`src/hdl/bee_pkg.sv`:
```
// ----------------------------------------------------------------------------
// bee_pkg: shared types and constants for the byte entropy estimator
// Holds the transaction structs, histogram geometry and fixed-point limits.
// ----------------------------------------------------------------------------
package bee_pkg;

  localparam int NUM_BINS  = 256;
  localparam int BIN_AW    = 8;
  localparam int LOG_FRAC  = 30;
  localparam logic [19:0] ENT_MAX = 20'd524288;

  typedef struct packed {
    logic [7:0] sample;
    logic       is_last;
  } bee_in_t;

  typedef struct packed {
    logic [19:0] shannon_bits;
    logic [19:0] min_entropy_bits;
    logic [8:0]  distinct_values;
    logic [14:0] set_size;
    logic        overflowed;
  } bee_out_t;

  // log2 unit control
  typedef struct packed {
    logic        start;
    logic [31:0] arg;
  } bee_log_req_t;

  typedef struct packed {
    logic        busy;
    logic        done;
    logic [35:0] result;
  } bee_log_rsp_t;

endpackage

```
`src/hdl/bee_log2.sv`:
```
// ----------------------------------------------------------------------------
// bee_log2: iterative log2 in Q30
// Normalizes one bit a cycle, then 30 squaring steps on a split multiplier.
// ----------------------------------------------------------------------------
module bee_log2 (
  input  logic                  clk,
  input  logic                  rst,
  input  bee_pkg::bee_log_req_t req,
  output bee_pkg::bee_log_rsp_t rsp
);
  import bee_pkg::*;

  localparam logic [2:0] S_IDLE = 3'd0;
  localparam logic [2:0] S_NORM = 3'd1;
  localparam logic [2:0] S_MLO  = 3'd2;
  localparam logic [2:0] S_MHI  = 3'd3;
  localparam logic [2:0] S_FIX  = 3'd4;
  localparam logic [2:0] S_DONE = 3'd5;

  logic [2:0]  state;
  logic [31:0] x;
  logic [4:0]  e;
  logic [30:0] m;      // Q30 mantissa in [1,2)
  logic [29:0] frac;
  logic [4:0]  step;
  logic [61:0] plo;    // m * m[15:0]
  logic [61:0] prod;

  // mantissa from the original argument once normalized
  logic [31:0] arg_hold;
  logic [61:0] mfull;
  logic [30:0] m_init;

  // m*m split in two halves of the low operand
  logic [46:0] part;
  assign part = 47'(m) * 47'(state == S_MLO ? {1'b0, m[15:0]} : {2'b0, m[30:16]});

  always_ff @(posedge clk) begin
    if (rst) begin
      state <= S_IDLE;
    end else begin
      unique case (state)
        S_IDLE: if (req.start) begin
          x     <= req.arg;
          e     <= '0;
          frac  <= '0;
          step  <= '0;
          state <= (req.arg == 32'd0) ? S_DONE : S_NORM;
        end
        S_NORM: begin
          if (x[31:1] != 31'd0) begin
            x <= x >> 1;
            e <= e + 5'd1;
          end else begin
            m     <= m_init;
            state <= S_MLO;
          end
        end
        S_MLO: begin
          plo   <= {15'd0, part};
          state <= S_MHI;
        end
        S_MHI: begin
          prod  <= plo + ({15'd0, part} << 16);
          state <= S_FIX;
        end
        S_FIX: begin
          if (prod[61]) begin
            m    <= prod[61:31];
            frac <= {frac[28:0], 1'b1};
          end else begin
            m    <= prod[60:30];
            frac <= {frac[28:0], 1'b0};
          end
          step  <= step + 5'd1;
          state <= (step == 5'(LOG_FRAC - 1)) ? S_DONE : S_MLO;
        end
        S_DONE: state <= S_IDLE;
        default: state <= S_IDLE;
      endcase
    end
  end

  always_ff @(posedge clk) begin
    if (state == S_IDLE && req.start) arg_hold <= req.arg;
  end

  // mantissa load takes the leading one and the bits below it
  assign mfull  = {30'd0, arg_hold} << LOG_FRAC;
  assign m_init = 31'(mfull >> e);

  assign rsp.busy   = (state != S_IDLE);
  assign rsp.done   = (state == S_DONE);
  assign rsp.result = (arg_hold == 32'd0) ? 36'd0 : {1'b0, e, frac};
endmodule

```
`config.mk`:
```
export PLATFORM = sky130hd
export DESIGN_NAME = bee_log2
export DESIGN_NICKNAME = d
export VERILOG_FILES = /design/src/hdl/bee_pkg.sv /design/src/hdl/bee_log2.sv
export SDC_FILE = /design/constraint.sdc
export NUM_CORES = 2
export LEC_CHECK = 0
export ABC_AREA = 1
export BUFFER_PORTS_ARGS = -buffer_cell sky130_fd_sc_hd__buf_2
export CORE_UTILIZATION = 44
export DETAILED_ROUTE_END_ITERATION = 8
export SYNTH_ARGS = -nofsm -noshare
export SYNTH_HDL_FRONTEND = slang
export SYNTH_SLANG_ARGS = --single-unit
```
`constraint.sdc`:
```
create_clock -name clk -period 7.3 [get_ports clk]
set_clock_uncertainty 0.1 [all_clocks]
set_input_delay 0 -clock clk [delete_from_list [all_inputs] [get_ports clk]]
set_output_delay 0 -clock clk [all_outputs]
set_load 0.005 [all_outputs]
```
==> impl_metrics.ini <==
[clock_tree]
clk_pin_slew_worst_paths_ps = 90
cts_tree = done
clk_latency_ps = 500
cts_max_path_buffers = 2
cts.sinks = 200
htreeDepth = 4
clock-root-buffer = clkbuf_16
cts_buffers = 17

[grt]
grtUsageTotal = 0.293
grt_max_degree = 50
antenna_found_initial = 0
grt_pass1_vias = 25400
grt_overflow = 0
grt_util_met1 = 0.396
grt_pass1_wl_mm = 142
grtUsageMet2 = 0.487
grt_busiest_layer = met2
grt_util_met3 = 0.0387

[routing]
drtAntennaViolNets = 0
dr.pass1.iters = 6
route.detailed.wl_per_inst_um = 19.0
num_vias = 25600
drc = 0
viasPerCell = 5.19
wirelength_mm = 93.8
first_iter_violations = 1969

[synthesis]
synth_warnings = 0
synth_area_leaders = fa_1 (29%), edfxtp_1 (21%), nand2_1 (12%), inv_1 (10%), ha_1 (6.8%)
synth_cell_types = 56
synth_cells = 3559
ys_seq_elements = 200
synth.largest_area_cell = fa_1
ys_seq_area_frac = 0.214
synth_edf_count = 197
synth.cell_area_sq_um = 27900
avgSynthCellArea_sq_um = 7.84
synth_top_area_share = 0.290
syn_nets = 4150
async_flop_share = 0
ys.flop_type = edfxtp_1

[critical_path]
cp-start-kind = flop
crit_required_ps = 7470
crit_arrival_ps = 7940
crit_path_frequent_cell = nand2_2
crit_type = flop to flop
cp_slowest_stage_delay_ps = 600
worst_setup_path_end_kind = flop
crit_path_top_delay_cell = fa_1
critical_path.max_fanout = 8

[final_layout]
antenna_cells = 0
syn_to_final_growth_pct = 32.5
fin_nets = 4684
post-route-cell-area_sq_um = 37000
finalNonFillerCells = 4943
finish.utilization = 0.595
drive_gt1_frac = 0.281

[status]
status = finished with violations
violations = negative setup slack

[place]
place_area_sq_um = 32400
dp_hpwl_mm = 74.6
place_congestion = 0.980
io_buffers = 71
dp.cells = 4778

[floorplanning]
rows = 91
start_util = 0.449
die_y_um = 254
coreArea_sq_um = 62200
io_pins = 73
die_area_sq_um = 64400
fp.dieW_um = 254

[hold_path]
hp-class = input pin to flop

[timing]
max_freq_ghz = 0.129
finalCritPeriodShare = 1.06
tightest_slew_ps = 966
finalMaxSlewViolations = 0
period_needed_ps = 7770
hold_viol = 0
setup_ws_ps = -474
slew_headroom = 0.356
setup_viol_count_final = 29
holdWs_ps = 124
rsz0062_at_grt = true

[run]
maxCapViolCount = 0
## layout make-up
class / instances / area (sq um)
clock buffer: 17 / 425
multi-input combinational: 2449 / 21100
timing repair inverter: 1 / 7.51
fill: 5424 / 25200
inverter: 787 / 2990
tap: 837 / 1050
timing repair buffer: 637 / 5250
clock inverter: 15 / 179
sequential: 200 / 5980
## path summary, 6_finish.rpt
check	from	end	slack (ps)	cells after the start
max reg2reg	state[2]	prod[58]	-470	45
max	state[2]	prod[58]	-470	45
min	req[27]	arg_hold[27]	120	2
min reg2reg	frac[5]	frac[6]	460	2
## per-stage QoR
stage / TNS, ps / worst slack (ps)
floorplan: 0 / 3.56
global placement: -15830 / -743
finish: -8410 / -474
global route: -15230 / -695
detailed placement: -17660 / -792
CTS: -8820 / -473
## repair_timing
action                     4_1_cts  5_1_grt
gates resized for setup        244      429
hold buffers                    35        0
pin swaps                       90      155
hold endpoints to repair        66        0
setup endpoints to repair       34       44
setup buffers                   64       44
cloned                           4        0
## cell usage in the layout, fill, tap and decap left out, types with 21 or more instances in the layout
master / n
a21oi_1: 40
a21oi_2: 30
a21oi_4: 22
buf_12: 21
buf_2: 71
buf_4: 454
buf_6: 44
dlygate4sd3_1: 35
edfxtp_1: 197
fa_1: 386
ha_1: 106
ha_4: 43
inv_1: 703
inv_2: 65
nand2_1: 790
nand2_2: 94
nand2_4: 37
nand3_1: 68
nand4_1: 25
nor2_1: 361
nor2_2: 49
nor2_4: 42
o21ai_0: 85
## state kept, by name, summed over array words and instances (netlist names)
name / count
m: 31
step: 5
plo: 31
state: 3
arg_hold: 32
frac: 30
prod: 32
e: 5
x: 31
## cell usage after synthesis, types with 14 or more instances
cell type  count
a21oi_1       91
nand3_1       77
xnor2_1       20
nor2_1       442
o21ai_0      111
inv_2         14
inv_1        760
xor2_1        36
mux2i_1       14
o221ai_1      14
o32ai_1       15
nor4_1        21
nand4_1       25
clkbuf_1     107
edfxtp_1     197
ha_1         152
nand2_1      909
fa_1         404
## per-layer routing
| layer | up-vias | share of wire |
|---|---|---|
| met4 | 0 | 0.036 |
| met5 | - | 0 |
| li1 | 11800 | - |
| met1 | 12600 | 0.42 |
| met3 | 192 | 0.072 |
| met2 | 1006 | 0.47 |
## logic make-up (layout without fill, tap and decap cells)
| logic type | count (synthesis) | in the layout | synth area share |
|---|---|---|---|
| compound gates | 289 | 289 | 0.0601 |
| xor+xnor | 56 | 56 | 0.0176 |
| fa+ha+maj | 556 | 556 | 0.358 |
| buf+inv | 910 | 1457 | 0.123 |
| flops | 200 | 200 | 0.214 |
| mux | 14 | 14 | 0.00502 |
| other cells | 1 | 1 | 0.000134 |
| simple gates | 1533 | 1533 | 0.222 |
## worst max-delay path: cells and delay by family, from the launching register on
| family | cells | cell delay [ps] |
|---|---|---|
| compound gates | 2 | 280 |
| xor+xnor | 1 | 140 |
| fa+ha+maj | 8 | 3630 |
| buf+inv | 14 | 1400 |
| flops | 1 | 340 |
| simple gates | 20 | 1670 |
Power is not shown: default switching activity piles up to over one toggle a cycle in this logic, so the estimate is an artifact.
